===== config.mk =====
export PLATFORM = sky130hd
export DESIGN_NAME = fa2d_poly
export DESIGN_NICKNAME = d
export VERILOG_FILES = /design/src/rtl/assert_macros.svh /design/src/rtl/fa2d_pkg.sv /design/src/rtl/fa2d_poly.sv
export SDC_FILE = /design/constraint.sdc
export NUM_CORES = 2
export LEC_CHECK = 0
export BUFFER_PORTS_ARGS = -buffer_cell sky130_fd_sc_hd__buf_2
export CAP_MARGIN = 20
export CORE_MARGIN = 2
export CORE_UTILIZATION = 54
export DETAILED_ROUTE_END_ITERATION = 6
export GPL_TIMING_DRIVEN = 0
export PLACE_DENSITY_LB_ADDON = 0.2
export SLEW_MARGIN = 30
export SYNTH_ARGS = -nofsm -noshare
export SYNTH_HDL_FRONTEND = slang
export SYNTH_SLANG_ARGS = --single-unit

===== constraint.sdc =====
create_clock -name clk -period 9.1 [get_ports clk]
set_clock_uncertainty 0.15 [all_clocks]
set_input_delay 0.455 -clock clk [delete_from_list [all_inputs] [get_ports clk]]
set_output_delay 0.455 -clock clk [all_outputs]
set_load 0.05 [all_outputs]

===== src/rtl/assert_macros.svh =====
// Assertion helpers used by the top level of the atan2 core.
// No dependencies.
`ifndef ASSERT_MACROS_SVH
`define ASSERT_MACROS_SVH

// ante implies cons on the same clock edge
`define AST_IMPLY(label, clk, rst_n, ante, cons) \
	label: assert property (@(posedge clk) disable iff (!rst_n) (ante) |-> (cons)) \
		else $error("assertion violated");

// expr must never hold
`define AST_NEVER(label, clk, rst_n, expr) \
	label: assert property (@(posedge clk) disable iff (!rst_n) !(expr)) \
		else $error("assertion violated");

`endif


===== src/rtl/fa2d_pkg.sv =====
// Shared types and fixed constants of the atan2 core.
// No dependencies.
`timescale 1ns / 1ps

package fa2d_pkg;

	localparam int Q_FRAC  = 16;
	localparam int RATIO_W = Q_FRAC + 1;
	localparam int COEF_W  = 24;

	localparam logic [RATIO_W-1:0] RATIO_ONE = RATIO_W'(1 << Q_FRAC);

	localparam logic signed [COEF_W-1:0] COEF_P1 = 24'sd3754140;
	localparam logic signed [COEF_W-1:0] COEF_P3 = -24'sd1223390;
	localparam logic signed [COEF_W-1:0] COEF_P5 = 24'sd584188;
	localparam logic signed [COEF_W-1:0] COEF_P7 = -24'sd166443;

	typedef struct packed {
		logic steep;
		logic neg_x;
		logic neg_y;
	} octant_t;

endpackage


===== src/rtl/fa2d_poly.sv =====
// Odd 7th-order polynomial in the ratio, one multiply per stage but the last, which rounds to the output format.
// Depends on fa2d_pkg.
`timescale 1ns / 1ps

module fa2d_poly import fa2d_pkg::*; #(
	parameter int ANGLE_FRAC_BITS = 8
) (
	input  logic                       clk,
	input  logic                       arst_n,
	input  logic                       en,
	input  logic                       vld_in,
	input  logic [RATIO_W-1:0]         ratio,
	input  octant_t                    oct_in,
	output logic                       vld_out,
	output logic [ANGLE_FRAC_BITS+8:0] oct_angle,
	output octant_t                    oct_out
);

	localparam int OW = ANGLE_FRAC_BITS + 9;
	localparam int SH = Q_FRAC - ANGLE_FRAC_BITS;
	localparam int PW = COEF_W + RATIO_W + 1;

	localparam logic signed [PW-1:0]      HALF_S = PW'(1 << (Q_FRAC - 1));
	localparam logic [2*RATIO_W-1:0]      HALF_U = (2*RATIO_W)'(1 << (Q_FRAC - 1));

	function automatic logic signed [COEF_W-1:0] mul_q16(
		input logic signed [COEF_W-1:0] a,
		input logic        [RATIO_W-1:0] b
	);
		logic signed [PW-1:0] p;
		p = a * $signed({1'b0, b}) + HALF_S;
		return p[Q_FRAC+COEF_W-1:Q_FRAC];
	endfunction

	logic [2*RATIO_W-1:0] sq;

	logic                     vld_s1, vld_s2, vld_s3, vld_s4, vld_s5, vld_s6;
	logic [RATIO_W-1:0]       c_s1, c_s2, c_s3, c_s4;
	logic [RATIO_W-1:0]       c2_s1, c2_s2, c2_s3;
	logic signed [COEF_W-1:0] t_s2, t_s3, t_s4;
	logic [COEF_W-2:0]        a16_s5;
	logic [OW-1:0]            a_s6;
	octant_t                  oct_s1, oct_s2, oct_s3, oct_s4, oct_s5, oct_s6;

	logic signed [COEF_W-1:0] a16_full;
	logic [OW-1:0]            a_rnd;

	assign sq       = ratio * ratio + HALF_U;
	assign a16_full = mul_q16(t_s4, c_s4);

	if (SH > 0) begin : g_round
		logic [COEF_W-1:0] sum;
		assign sum   = {1'b0, a16_s5} + COEF_W'(1 << (SH - 1));
		assign a_rnd = OW'(sum >> SH);
	end else begin : g_pass
		assign a_rnd = OW'(a16_s5);
	end

	always_ff @(posedge clk or negedge arst_n) begin
		if (!arst_n) begin
			vld_s1 <= 1'b0;
			vld_s2 <= 1'b0;
			vld_s3 <= 1'b0;
			vld_s4 <= 1'b0;
			vld_s5 <= 1'b0;
			vld_s6 <= 1'b0;
		end else if (en) begin
			vld_s1 <= vld_in;
			vld_s2 <= vld_s1;
			vld_s3 <= vld_s2;
			vld_s4 <= vld_s3;
			vld_s5 <= vld_s4;
			vld_s6 <= vld_s5;
		end
	end

	always_ff @(posedge clk) begin
		if (en) begin
			c_s1   <= ratio;
			c2_s1  <= sq[Q_FRAC+RATIO_W-1:Q_FRAC];
			oct_s1 <= oct_in;

			c_s2   <= c_s1;
			c2_s2  <= c2_s1;
			t_s2   <= mul_q16(COEF_P7, c2_s1) + COEF_P5;
			oct_s2 <= oct_s1;

			c_s3   <= c_s2;
			c2_s3  <= c2_s2;
			t_s3   <= mul_q16(t_s2, c2_s2) + COEF_P3;
			oct_s3 <= oct_s2;

			c_s4   <= c_s3;
			t_s4   <= mul_q16(t_s3, c2_s3) + COEF_P1;
			oct_s4 <= oct_s3;

			a16_s5 <= a16_full[COEF_W-1] ? '0 : a16_full[COEF_W-2:0];
			oct_s5 <= oct_s4;

			a_s6   <= a_rnd;
			oct_s6 <= oct_s5;
		end
	end

	assign vld_out   = vld_s6;
	assign oct_angle = a_s6;
	assign oct_out   = oct_s6;

endmodule


==> flow_summary.toml <==
[setup_path]
crit_path_cell_trace = "clkbuf_1, nand2_1, fa_1, fa_1, fa_1, fa_1, fa_1, fa_1, inv_1, ha_1, clkbuf_1, a21oi_1, o21ai_1, o21bai_1, a21oi_1, o211ai_2, o32ai_2, a2111oi_4, a211oi_4, and4b_4, o31ai_4, a31o_2, a2111o_1, xnor2_1"
crit_path_start = "t_s2[1]"
crit_path_end_kind = "flip-flop"
r2r_start = "t_s2[1]"
cp.required_ns = 9.30
worstPathArrival_ns = 8.95
cp_max_fo = 10
slowest_delay_ns = 0.71
critPathLaunchType = "flip-flop"
crit_top_cell = "fa_1"
worstSetupPathType = "flip-flop to flip-flop"
worst_path_max_delay_cell = "edfxtp_1"
rrSetupSlack_ns = 0.34

[floorplan]
core.rowCount = 128
design.die.area_sq_um = 126300
core_sq_um = 122200
io_pins = 45
die_w_microns = 355.3
die_h_microns = 355.3
initial_core_util = 0.5454

[clock_network]
clockRootBuffer = "clkbuf_16"
clk_pin_slew_worst_paths_ns = 0.06
cts.sinks = 246
cts_tree = "done"
cts-buffers-inserted = 34
clkLatencyLatePin_ns = 0.61
cts_buffer_depth = 3
cts_htree_levels = 2

[min_path]
hold_path.class = "primary input to flip-flop"
min-delay-start = "ratio[0]"

[finish]
antennaDiodeCount = 0
register_area_sq_um = 7357
nNetsFinal = 9000
multiInputGateArea_sq_um = 51780
areaGrowthSynthToFinish_pct = 5.731
fin_area_sq_um = 70470
fill_cells = 10617
drive_gt1_frac = 0.03314

[routing]
via_per_inst = 5.289
vias = 44982
drt_iter0_drc = 2675
drc = 0
drtPass1Iterations = 5
ant_nets = 0
wirelength_mm = 158.1
wl_per_cell_microns = 18.59

[timing]
period_minus_slack_ns = 8.756
timing.fmax_mhz = 114.2
finalMaxSlewViolations = 0
worst_hold_slack_ns = 0.04393
min_period_over_period = 0.9622
hold_viol_final = 0
setup_viol = 0
tightest_slew_ns = 0.8074
relSlewSlack = 0.4618

[grt]
gr-usage-all-layers = 0.2655
grt_pass1_vias = 48799
grt_max_degree = 93
grt_pass1_wl_mm = 261.4
antenna_found_initial = 5
overflow = 0

[job]
max-cap-violations = 0

[place]
port_buffers = 43
dpl_cell_area_sq_um = 68970
gp_congestion = 0.9396
place_hpwl_mm = 134.7

[synth]
ys_ff_latch = 246
synth_edf_count = 240
syn_nets = 8894
yosysSeqAreaShare = 0.1104
synthDistinctLibCells = 96
synth_cells = 6748
synthArstFlopShare = 0.02439
avgSynthCellArea_sq_um = 9.877
netlist_area_sq_um = 66650
ys.flop_type = "edfxtp_1"
ys_warn_count = 0

[status]
status = "completed"
area by class of cell:
type	instances	area share
Tap cell	1625	0.02885
Timing Repair Buffer	71	0.006995
Clock inverter	26	0.004013
Clock buffer	36	0.01218
Inverter	1816	0.09673
Multi-Input combinational cell	4475	0.7348
Buffer	210	0.01202
Sequential cell	246	0.1044
logic make-up (layout without fill, tap and decap cells):
logic type,count (synthesis),count (layout),share of synthesized area
AND/OR/NAND/NOR,1736,1736,0.1328
adder cells (fa/ha/maj),2122,2122,0.5707
flip-flops,246,246,0.1104
other,1,1,0.00005626
AO/OA/AOI/OAI,390,390,0.04156
XOR/XNOR,209,209,0.02746
buffers and inverters,2027,2159,0.1143
multiplexers,17,17,0.002703
worst max-delay path, delay by kind of cell, from the launching register on:
family	cells	cell delay, ns
adders and majority gates	7	3.19
AOI/OAI and AO/OA	11	2.96
buffers and inverters	3	0.82
DFF	1	0.71
and+or+nand+nor	2	0.49
xor gates and xnor gates	1	0.14
state kept, by name (all words and copies together), names as in the netlist, 3 cells and up:
name	count
t_s2	23
c2_s1	17
oct_s2	3
t_s4	24
oct_angle	16
c_s2	17
t_s3	24
oct_s1	3
oct_out	3
c_s1	17
oct_s5	3
c_s3	17
c2_s2	17
oct_s4	3
c2_s3	17
a16_s5	16
oct_s3	3
c_s4	17
path summary, 6_finish.rpt:
check,cells past startpoint,to
max,24,t_s3[23]
min,1,c_s1[0]
max reg2reg,24,t_s3[23]
min reg2reg,0,c_s2[2]
max in group asynchronous,2,vld_out
min in group asynchronous,2,vld_s3
cell usage after synthesis (all sizes together) (21+ instances only):
| cell | n | share of area |
|---|---|---|
| inv | 1816 | 0.10 |
| fa | 1530 | 0.46 |
| and2 | 716 | 0.067 |
| nand2 | 701 | 0.039 |
| ha | 592 | 0.11 |
| edfxtp | 240 | 0.11 |
| clkbuf | 207 | 0.012 |
| xnor2 | 157 | 0.021 |
| nor2 | 113 | 0.0064 |
| a21oi | 98 | 0.0074 |
| o21ai | 63 | 0.0048 |
| a21o | 58 | 0.0066 |
| xor2 | 52 | 0.0068 |
| nor3 | 36 | 0.0027 |
| nand3 | 32 | 0.0024 |
| and3 | 22 | 0.0021 |
| o21a | 22 | 0.0025 |
| nand4 | 21 | 0.0020 |
placed cells by master (no fill, tap or decap), types with 19 or more instances in the layout:
master / count
a21o_1: 56
a21oi_1: 95
and2_1: 712
and3_1: 21
buf_2: 44
buf_4: 20
clkbuf_1: 172
clkbuf_16: 34
clkbuf_2: 34
edfxtp_1: 240
fa_1: 1530
ha_1: 592
inv_1: 1816
nand2_1: 701
nand2b_1: 19
nand3_1: 32
nand4_1: 21
nor2_1: 112
nor3_1: 35
o21a_1: 22
o21ai_0: 57
xnor2_1: 156
xor2_1: 51
metrics by stage:
step	std cells	setup slack (ns)	utilization	TNS [ns]
after floorplan	6748	1.445	-	0
after global placement	8416	-0.4743	0.5638	-1.088
after detailed placement	8418	-0.5509	0.5644	-1.276
after CTS	8487	0.00007283	0.5745	0
after global routing	8505	-0.02814	0.5767	-0.04516
final	8505	0.3441	0.5767	0
what timing repair did:
item                                    CTS  global route
pin swaps                                 0             0
hold buffers                              7             0
hold endpoints to repair                 12             0
buffers inserted                          0            19
gates cloned                              0             0
gates resized for setup                  10            79
endpoints found under the setup margin    4            16
metal layers:
layer / share of wire / wire, microns / global-route usage / up-vias
li1: - / - / - / 20205
met1: 0.42 / 66230 / 0.3615 / 23102
met2: 0.48 / 76040 / 0.4418 / 1383
met3: 0.070 / 11080 / 0.04333 / 292
met4: 0.030 / 4759 / 0.07407 / 0
met5: 0 / 0 / 0 / -
Power is not shown: default switching activity piles up to over one toggle a cycle in this logic, so the estimate is an artifact.
