===== src/rtl/assert_macros.svh =====
// Assertion helpers used by the top level of the atan2 core.
// No dependencies.
`ifndef ASSERT_MACROS_SVH
`define ASSERT_MACROS_SVH

// ante implies cons on the same clock edge
`define AST_IMPLY(label, clk, rst_n, ante, cons) \
	label: assert property (@(posedge clk) disable iff (!rst_n) (ante) |-> (cons)) \
		else $error("assertion violated");

// expr must never hold
`define AST_NEVER(label, clk, rst_n, expr) \
	label: assert property (@(posedge clk) disable iff (!rst_n) !(expr)) \
		else $error("assertion violated");

`endif


===== src/rtl/fa2d_pkg.sv =====
// Shared types and fixed constants of the atan2 core.
// No dependencies.
`timescale 1ns / 1ps

package fa2d_pkg;

	localparam int Q_FRAC  = 16;
	localparam int RATIO_W = Q_FRAC + 1;
	localparam int COEF_W  = 24;

	localparam logic [RATIO_W-1:0] RATIO_ONE = RATIO_W'(1 << Q_FRAC);

	localparam logic signed [COEF_W-1:0] COEF_P1 = 24'sd3754140;
	localparam logic signed [COEF_W-1:0] COEF_P3 = -24'sd1223390;
	localparam logic signed [COEF_W-1:0] COEF_P5 = 24'sd584188;
	localparam logic signed [COEF_W-1:0] COEF_P7 = -24'sd166443;

	typedef struct packed {
		logic steep;
		logic neg_x;
		logic neg_y;
	} octant_t;

endpackage


===== src/rtl/fa2d_div.sv =====
// Pipelined restoring divider: ratio = floor(mn * 2^16 / mx), one quotient bit per stage.
// Depends on fa2d_pkg.
`timescale 1ns / 1ps

module fa2d_div import fa2d_pkg::*; #(
	parameter int IN_WIDTH = 16
) (
	input  logic                clk,
	input  logic                arst_n,
	input  logic                en,
	input  logic                vld_in,
	input  logic [IN_WIDTH-1:0] mn,
	input  logic [IN_WIDTH-1:0] mx,
	input  octant_t             oct_in,
	output logic                vld_out,
	output logic [RATIO_W-1:0]  ratio,
	output octant_t             oct_out
);

	localparam int RW    = IN_WIDTH + 1;
	localparam int STEPS = RATIO_W;

	logic [RW-1:0]       rem_s  [1:STEPS];
	logic [IN_WIDTH-1:0] dvs_s  [1:STEPS];
	logic [RATIO_W-1:0]  quo_s  [1:STEPS];
	logic                zero_s [1:STEPS];
	logic                vld_s  [1:STEPS];
	octant_t             oct_s  [1:STEPS];

	for (genvar k = 1; k <= STEPS; k++) begin : g_step
		logic [RW-1:0]       r_in;
		logic [RATIO_W-1:0]  q_in;
		logic [IN_WIDTH-1:0] d_in;
		logic                z_in;
		logic                v_in;
		octant_t             o_in;
		logic                ge;

		if (k == 1) begin : g_first
			assign r_in = {1'b0, mn};
			assign q_in = '0;
			assign d_in = mx;
			assign z_in = (mx == '0);
			assign v_in = vld_in;
			assign o_in = oct_in;
		end else begin : g_next
			assign r_in = {rem_s[k-1][RW-2:0], 1'b0};
			assign q_in = quo_s[k-1];
			assign d_in = dvs_s[k-1];
			assign z_in = zero_s[k-1];
			assign v_in = vld_s[k-1];
			assign o_in = oct_s[k-1];
		end

		assign ge = (r_in >= {1'b0, d_in});

		always_ff @(posedge clk or negedge arst_n) begin
			if (!arst_n) begin
				vld_s[k] <= 1'b0;
			end else if (en) begin
				vld_s[k] <= v_in;
			end
		end

		always_ff @(posedge clk) begin
			if (en) begin
				rem_s[k]  <= ge ? (r_in - {1'b0, d_in}) : r_in;
				quo_s[k]  <= {q_in[RATIO_W-2:0], ge};
				dvs_s[k]  <= d_in;
				zero_s[k] <= z_in;
				oct_s[k]  <= o_in;
			end
		end
	end

	assign vld_out = vld_s[STEPS];
	assign ratio   = zero_s[STEPS] ? '0 : quo_s[STEPS];
	assign oct_out = oct_s[STEPS];

endmodule


===== config.mk =====
export PLATFORM = sky130hd
export DESIGN_NAME = fa2d_div
export DESIGN_NICKNAME = d
export VERILOG_FILES = /design/src/rtl/assert_macros.svh /design/src/rtl/fa2d_pkg.sv /design/src/rtl/fa2d_div.sv
export SDC_FILE = /design/constraint.sdc
export NUM_CORES = 1
export LEC_CHECK = 0
export BUFFER_PORTS_ARGS = -buffer_cell sky130_fd_sc_hd__buf_2
export CAP_MARGIN = 20
export CORE_UTILIZATION = 60
export DETAILED_ROUTE_END_ITERATION = 10
export HOLD_SLACK_MARGIN = 0.03
export PLACE_DENSITY = 0.74
export SETUP_SLACK_MARGIN = 0.02
export SYNTH_ARGS = -nofsm -noshare
export SYNTH_HDL_FRONTEND = slang
export SYNTH_SLANG_ARGS = --single-unit

===== constraint.sdc =====
create_clock -name clk -period 4.6 [get_ports clk]
set_input_delay 0.46 -clock clk [delete_from_list [all_inputs] [get_ports clk]]
set_output_delay 0.46 -clock clk [all_outputs]
set_load 0.01 [all_outputs]

==> load_flow_metrics.sql, run 1 <==
INSERT INTO impl_metrics (metric_group, metric, value, unit) VALUES
('synth', 'synthesis.instances', '3000', ''),
('finish', 'layout-drive-gt1-share', '12.3', '%'),
('floorplan', 'floorplan.initialDensity', '60.7', '%'),
('finish', 'final.fill_count', '4401', ''),
('grt', 'initial_antenna_violation_count', '0', ''),
('placed_design', 'placed_cells', '3887', ''),
('clock_tree', 'clock_buffers_created_by_tritoncts', '78', ''),
('timing', 'hold_viol_final', '0', ''),
('worst_hold_path', 'hp-class', 'input port to register', ''),
('clock_tree', 'cts.hold.buffers_added', '14', ''),
('clock_tree', 'clk_latency', '640', 'ps'),
('clock_tree', 'cts-root-to-sink-buffers', '3', ''),
('timing', 'clock.fmax', '0.277', 'GHz'),
('pwr', 'p_clk_share', '21.8', '%'),
('routing', 'dr.first_iter.drc_count', '1714', ''),
('clock_tree', 'cts.root.buffer_cell', 'clkbuf_16', ''),
('placed_design', 'port_buffers', '59', ''),
('synth', 'ys.flop_type', 'edfxtp_1', ''),
('clock_tree', 'h-tree-depth', '3', ''),
('synth', 'number_of_enable_flip_flop_cells_after_synthesis', '733', ''),
('pwr', 'power-per-cell-area', '668', 'mW/mm^2'),
('placed_design', 'hpwl', '51600', 'um'),
('timing', 'post-route-min-period', '3610', 'ps'),
('critical_path', 'setup.worst_path.class', 'register to register', ''),
('pwr', 'power_frac_comb', '40.5', '%'),
('floorplan', 'boundaryPins', '60', ''),
('routing', 'post-route-drc-count', '0', ''),
('grt', 'vias_in_the_first_global_route', '23300', ''),
('finish', 'final_cells', '4037', ''),
('clock_tree', 'cts_tree', 'done', ''),
('pwr', 'p_switching', '9600', 'uW'),
('critical_path', 'critPathArrivalTime', '3970', 'ps'),
('pwr', 'cellInternalPower', '18800', 'uW'),
('clock_tree', 'cts.clk_slew.worst_paths', '50', 'ps'),
('timing', 'timing.clock.skew', '36.9', 'ps'),
('pwr', 'leakage', '0.0170', 'uW'),
('job', 'max-cap-violations', '0', ''),
('floorplan', 'die-width', '255', 'um'),
('timing', 'finalSetupTns', '0', 'ps'),
('synth', 'seq_area_frac_synth', '58.4', '%'),
('critical_path', 'endpoint_kind', 'register', ''),
('synth', 'synth_async_sr_flop_share', '2.27', '%'),
('routing', 'routed_wl', '71300', 'um'),
('timing', 'slew_viol_final', '0', ''),
('grt', 'grt_pass1_wl', '115000', 'um'),
('finish', 'finish.net_count', '3462', ''),
('floorplan', 'placementRows', '92', ''),
('finish', 'sequential_cell_area', '0.0224', 'sq mm'),
('synth', 'top_cells_by_area_synth', 'edfxtp_1, ha_1, mux2_2, inv_1, xnor2_1', ''),
('finish', 'multi_input_comb_area', '0.0145', 'sq mm'),
('floorplan', 'dieArea', '0.0650', 'sq mm'),
('pwr', 'netSwitchingFraction', '33.8', '%'),
('grt', 'grt_overflow', '0', ''),
('timing', 'report.final.setup_viol', '0', ''),
('pwr', 'sequentialPowerShare', '37.7', '%'),
('floorplan', 'floorplan.core_area', '0.0632', 'sq mm'),
('timing', 'max-slew-margin-rel', '34.8', '%'),
('outcome', 'status', 'complete, no violations', ''),
('routing', 'drt-wirelength-per-cell', '17.7', 'um'),
('finish', 'insertedDiodeCount', '0', ''),
('critical_path', 'worstSetupStartpointType', 'register', ''),
('critical_path', 'worstPathMaxFanout', '16', ''),
('grt', 'globalRouteTotalUtil', '22.2', '%'),
('routing', 'detail_route.first_pass.iterations', '6', ''),
('clock_tree', 'clkSinkCount', '750', ''),
('synth', 'synth.cell_area', '0.0384', 'sq mm'),
('critical_path', 'required', '4970', 'ps'),
('synth', 'ys.warnings.count', '0', ''),
('routing', 'detail-route-antenna-nets', '0', ''),
('synth', 'postSynthRegisterBits', '750', ''),
('clock_tree', 'post_cts.repair.setup_buffers', '0', '');
==> registers in the layout, indices dropped and copies added (netlist names) <==
name         flops
quo_s          153
rem_s          256
oct_s           51
dvs_s          256
vld_out          1
g_step.v_in     16
zero_s          17
==> cell type report <==
type | count | share of cell area, %
multi-input combinational | 1869 | 34.1
inverter | 347 | 3.07
clock inverter | 44 | 1.25
sequential | 750 | 52.8
clock buffer | 91 | 4.74
timing repair buffer | 90 | 1.51
tap | 846 | 2.49
==> stage by stage <==
step | setup slack, ps | utilization [%] | hold slack (ps) | instance area, sq um
2_1_floorplan | 1660 | - | 164 | 38400
3_3_place_gp | 968 | 62.9 | 382 | 39800
3_5_place_dp | 847 | 62.9 | 396 | 39800
4_1_cts | 1010 | 67.2 | 32.3 | 42400
5_1_grt | 711 | 67.2 | 53.4 | 42500
6_report | 993 | 67.2 | 80.4 | 42500
==> power groups by stage <==
| stage | logic (uW) | clock network, uW | registers [uW] |
|---|---|---|---|
| 6_report | 11500 | 6170 | 10700 |
| 5_1_grt | 12700 | 6600 | 10800 |
| 4_1_cts | 11400 | 6330 | 10700 |
| 3_5_place_dp | 11300 | 0 | 10800 |
| 3_3_place_gp | 10800 | 0 | 10800 |
| 2_1_floorplan | 9020 | 0 | 10400 |
==> final timing paths <==
kind | startpoint | end | slack [ps] | depth (start not counted)
min in group asynchronous | arst_n | g_step[14].v_in | 290 | 2
hold reg to reg | quo_s[0][247] | quo_s[0][265] | 410 | 0
setup reg to reg | dvs_s[0][33] | rem_s[0][54] | 990 | 8
hold / removal | mx[12] | dvs_s[0][28] | 80 | 1
max in group asynchronous | arst_n | g_step[13].v_in | 4050 | 2
setup / recovery | dvs_s[0][33] | rem_s[0][54] | 990 | 8
==> per-layer routing <==
layer | global-route usage, % | wire length [um] | part of all wire (%) | up-vias
met5 | 0 | 0 | 0 | -
met4 | 10.3 | 2660 | 3.7 | 0
met3 | 3.15 | 3120 | 4.4 | 164
met2 | 39.0 | 36000 | 51 | 617
met1 | 27.0 | 29500 | 41 | 11300
li1 | - | - | - | 11400
==> logic make-up after synthesis <==
group	count (synthesis)	share of synthesized area, %
flops	750	58.4
buf+inv	381	3.85
mux	196	5.83
fa+ha+maj	287	9.67
compound gates	629	10.7
xor+xnor	181	4.13
simple gates	576	7.36
==> worst max-delay path: stages (launching register included) <==
cell and delay, ps:
edfxtp_1 400, inv_1 60, ha_1 290, ha_1 220
nand4_1 170, nor4_1 810, nor4_1 180, a21oi_2 800
mux2_2 420
==> cell usage after synthesis (12+ instances only) <==
cell type / number
ha_1: 271
o21a_1: 38
clkbuf_1: 16
inv_1: 347
xor2_1: 56
nor2_1: 174
a21oi_1: 183
dfrtp_1: 17
and3_1: 14
mux2_4: 14
o21bai_1: 21
o31ai_1: 12
a211oi_1: 18
a21boi_0: 12
nand2_1: 121
o211ai_1: 19
a31oi_1: 27
xnor2_1: 125
a21o_1: 56
o41ai_1: 13
fa_1: 16
nor2b_1: 56
edfxtp_1: 733
and2_1: 16
nand4_1: 31
o21ai_0: 128
nand2b_1: 35
nor4_1: 22
mux2i_1: 17
nor3_1: 36
o31a_1: 17
mux2_2: 165
nand3_1: 31
==> layout by cell type, fill, tap and decap left out, types with 13 or more instances in the layout <==
master	synthesis	layout
edfxtp_1	733	733
inv_1	347	347
ha_1	271	271
a21oi_1	183	183
nor2_1	174	174
mux2_2	165	165
o21ai_0	128	128
xnor2_1	125	125
nand2_1	121	121
clkbuf_16	0	78
buf_2	11	58
nor2b_1	56	56
xor2_1	56	56
a21o_1	56	56
o21a_1	38	38
nor3_1	36	36
nand2b_1	35	35
nand4_1	31	31
nand3_1	31	31
a31oi_1	27	27
nor4_1	22	22
o21bai_1	21	20
o211ai_1	19	19
a211oi_1	18	18
o31a_1	17	17
mux2i_1	17	17
dfrtp_1	17	17
and2_1	16	16
fa_1	16	16
and3_1	14	14
mux2_4	14	14
clkinv_1	0	14
dlygate4sd3_1	0	14
o41ai_1	13	13
Power figures use the tool's default switching activity.
==> run 2: changes to the inputs <==
==> constraint.sdc (replaced) <==
create_clock -name clk -period 3.4 [get_ports clk]
set_input_delay 0.34 -clock clk [delete_from_list [all_inputs] [get_ports clk]]
set_output_delay 0.34 -clock clk [all_outputs]
set_load 0.01 [all_outputs]
==> run 2 against run 1 <==
Compared with the run above: cell count increased by 1.8%; core utilization increased by 1.3 points; combinational power increased by 39%; via count increased by 1.3%; die area unchanged; sequential cell count unchanged; first-iteration DRC count decreased by 4.9%; count of clock-buffer cells in the layout decreased by 2.
==> load_flow_metrics.sql, run 2 (synthesis gave the netlist of run 1 again) <==
INSERT INTO impl_metrics (metric_group, metric, value, unit) VALUES
('clock_tree', 'clock_buffers_created_by_tritoncts', '78', ''),
('grt', 'grt_pass1_wl', '118000', 'um'),
('finish', 'mostFrequentLayoutCells', 'edfxtp_1, inv_1, ha_1', ''),
('grt', 'initial_antenna_violation_count', '1', ''),
('critical_path', 'critPathArrivalTime', '3570', 'ps'),
('finish', 'final.fill_count', '4347', ''),
('floorplan', 'die_height', '255', 'um'),
('clock_tree', 'cts.clk_slew.worst_paths', '60', 'ps'),
('critical_path', 'ff_to_ff_start', 'dvs_s[0][17]', ''),
('clock_tree', 'cts_tree', 'done', ''),
('floorplan', 'placementRows', '92', ''),
('critical_path', 'setup.worst_path.class', 'register to register', ''),
('timing', 'slew_viol_final', '0', ''),
('critical_path', 'endpoint_kind', 'register', ''),
('critical_path', 'r2r_endpoint', 'rem_s[0][40]', ''),
('clock_tree', 'clk_latency', '640', 'ps'),
('critical_path', 'required', '3790', 'ps'),
('routing', 'post-route-drc-count', '0', ''),
('critical_path', 'critPathSlowestCell', 'edfxtp_1', ''),
('grt', 'grt.met2_usage', '41.3', '%'),
('worst_hold_path', 'hp-class', 'input port to register', ''),
('critical_path', 'critPathLaunch', 'dvs_s[0][17]', ''),
('grt', 'vias_in_the_first_global_route', '24000', ''),
('pwr', 'ir_drop', '503', 'uV'),
('finish', 'area_growth', '12.8', '%'),
('worst_hold_path', 'worstHoldPathCells', '3', ''),
('placed_design', 'hpwl', '53200', 'um'),
('worst_hold_path', 'worst_hold_path.endpoint', 'rem_s[0][18]', ''),
('routing', 'detail-route-antenna-nets', '0', ''),
('routing', 'routed_wl', '72800', 'um'),
('grt', 'globalRouteTotalUtil', '22.8', '%'),
('timing', 'post-route-min-period', '3180', 'ps'),
('critical_path', 'critical-path-max-stage-delay', '450', 'ps'),
('pwr', 'leakage', '0.0174', 'uW'),
('finish', 'layout-drive-gt1-share', '13.6', '%'),
('timing', 'hold_viol_final', '0', ''),
('critical_path', 'worstSetupStartpointType', 'register', ''),
('clock_tree', 'cts-root-to-sink-buffers', '3', ''),
('timing', 'max-slew-margin-rel', '42.7', '%'),
('clock_tree', 'clkSinkCount', '750', ''),
('routing', 'drt-wirelength-per-cell', '17.7', 'um'),
('critical_path', 'worstPathMaxFanout', '17', ''),
('routing', 'via_count', '23700', ''),
('timing', 'worst_hold_slack', '119', 'ps'),
('clock_tree', 'h-tree-depth', '3', ''),
('timing', 'clock.fmax', '0.315', 'GHz'),
('timing', 'report.final.setup_viol', '0', ''),
('timing', 'period_share', '93.5', '%'),
('placed_design', 'port_buffers', '59', ''),
('floorplan', 'dieArea', '0.0650', 'sq mm'),
('routing', 'detail_route.first_pass.iterations', '5', ''),
('worst_hold_path', 'holdCritStartpoint', 'mn[1]', ''),
('job', 'max-cap-violations', '0', ''),
('grt', 'groute.layer.met1.usage', '26.5', '%'),
('routing', 'dr.first_iter.drc_count', '1630', ''),
('finish', 'layout.cells.most_common', 'edfxtp_1', ''),
('pwr', 'power-per-cell-area', '908', 'mW/mm^2'),
('finish', 'finish.net_count', '3526', ''),
('floorplan', 'floorplan.core_area', '0.0632', 'sq mm'),
('critical_path', 'timing.critical_path.cells', 'inv_1 -> ha_1 -> nor2b_1 -> o31a_1 -> o31ai_1 -> buf_4 -> a21oi_1 -> o21ai_1 -> a211oi_1 -> a2111oi_4 -> buf_12 -> mux2_2', ''),
('placed_design', 'finalWeightedCongestion', '0.973', ''),
('grt', 'grt.met3_usage', '3.58', '%'),
('floorplan', 'floorplan.initialDensity', '60.7', '%'),
('timing', 'grt_setup_unrepaired', 'false', ''),
('timing', 'worstMarginPinSlew', '837', 'ps'),
('clock_tree', 'cts.root.buffer_cell', 'clkbuf_16', ''),
('floorplan', 'die-width', '255', 'um'),
('grt', 'maximum_number_of_pins_on_one_net_before_global_route_repair', '124', ''),
('routing', 'detail_route.vias_per_cell', '5.77', ''),
('timing', 'finalSetupTns', '0', 'ps'),
('timing', 'timing.clock.skew', '24.1', 'ps'),
('critical_path', 'reg2reg_slack', '220', 'ps'),
('clock_tree', 'post_cts.repair.setup_buffers', '0', ''),
('grt', 'grt_overflow', '0', ''),
('outcome', 'status', 'complete, no violations', ''),
('floorplan', 'boundaryPins', '60', ''),
('finish', 'top_regs', 'dvs_s: 256 flops, rem_s: 256 flops, quo_s: 153 flops', ''),
('grt', 'grt-busiest-layer', 'met2', ''),
('critical_path', 'ff_to_ff_path_depth', '12', '');
## run 2: area by class of cell
cell class / instances / area, sq um / area share (%)
diodes: 2 / 5.00 / 0.0116
well taps: 846 / 1060 / 2.44
clock buffers: 89 / 1990 / 4.60
inverters: 347 / 1300 / 3.01
flip-flops and latches: 750 / 22400 / 51.8
repair buffers: 154 / 1290 / 2.99
multi-input cells: 1869 / 14500 / 33.5
clock inverters: 54 / 723 / 1.67
## run 2: metal layers
layer / vias to the layer above / share of wire [%]
met1: 11500 / 40
li1: 11500 / -
met5: - / 0
met4: 0 / 3.7
met2: 577 / 52
met3: 188 / 4.3
## run 2: worst max-delay path, delay by kind of cell (launching register included)
family / cells / cell delay, ps
mux: 1 / 350
flops: 1 / 450
simple gates: 1 / 150
compound gates: 6 / 1270
buf+inv: 3 / 450
fa+ha+maj: 1 / 230
## run 2: worst max path at each step
stage                     to  cells after the start  slack [ps]
6_report        rem_s[0][40]                     12         220
5_1_grt         rem_s[0][26]                     14          40
4_1_cts        rem_s[0][275]                     10         140
3_5_place_dp   rem_s[0][282]                     10         140
3_3_place_gp   rem_s[0][280]                     10         200
2_1_floorplan   rem_s[0][43]                     11         460
## run 2: what timing repair did
action                                  in CTS  in global routing
resized for setup                            0                  3
endpoints found under the setup margin       0                 40
hold buffers                                35                  0
endpoints found under the hold margin       51                  0
## run 2: report_power, final
part	switching (uW)	internal, uW
Clock	3640	5200
Combinational	8410	7610
Sequential	1150	13300
## run 2: metrics by stage
step	cell area (sq um)	instances	power [uW]	util [%]	setup slack [ps]
final	43300	4111	39300	68.5	223
after CTS	43300	4109	39400	68.5	135
after detailed placement	40200	3931	30300	63.6	145
after global routing	43300	4109	41700	68.5	40.7
after global placement	40200	3931	29600	63.6	201
after floorplan	38400	3000	26300	-	463
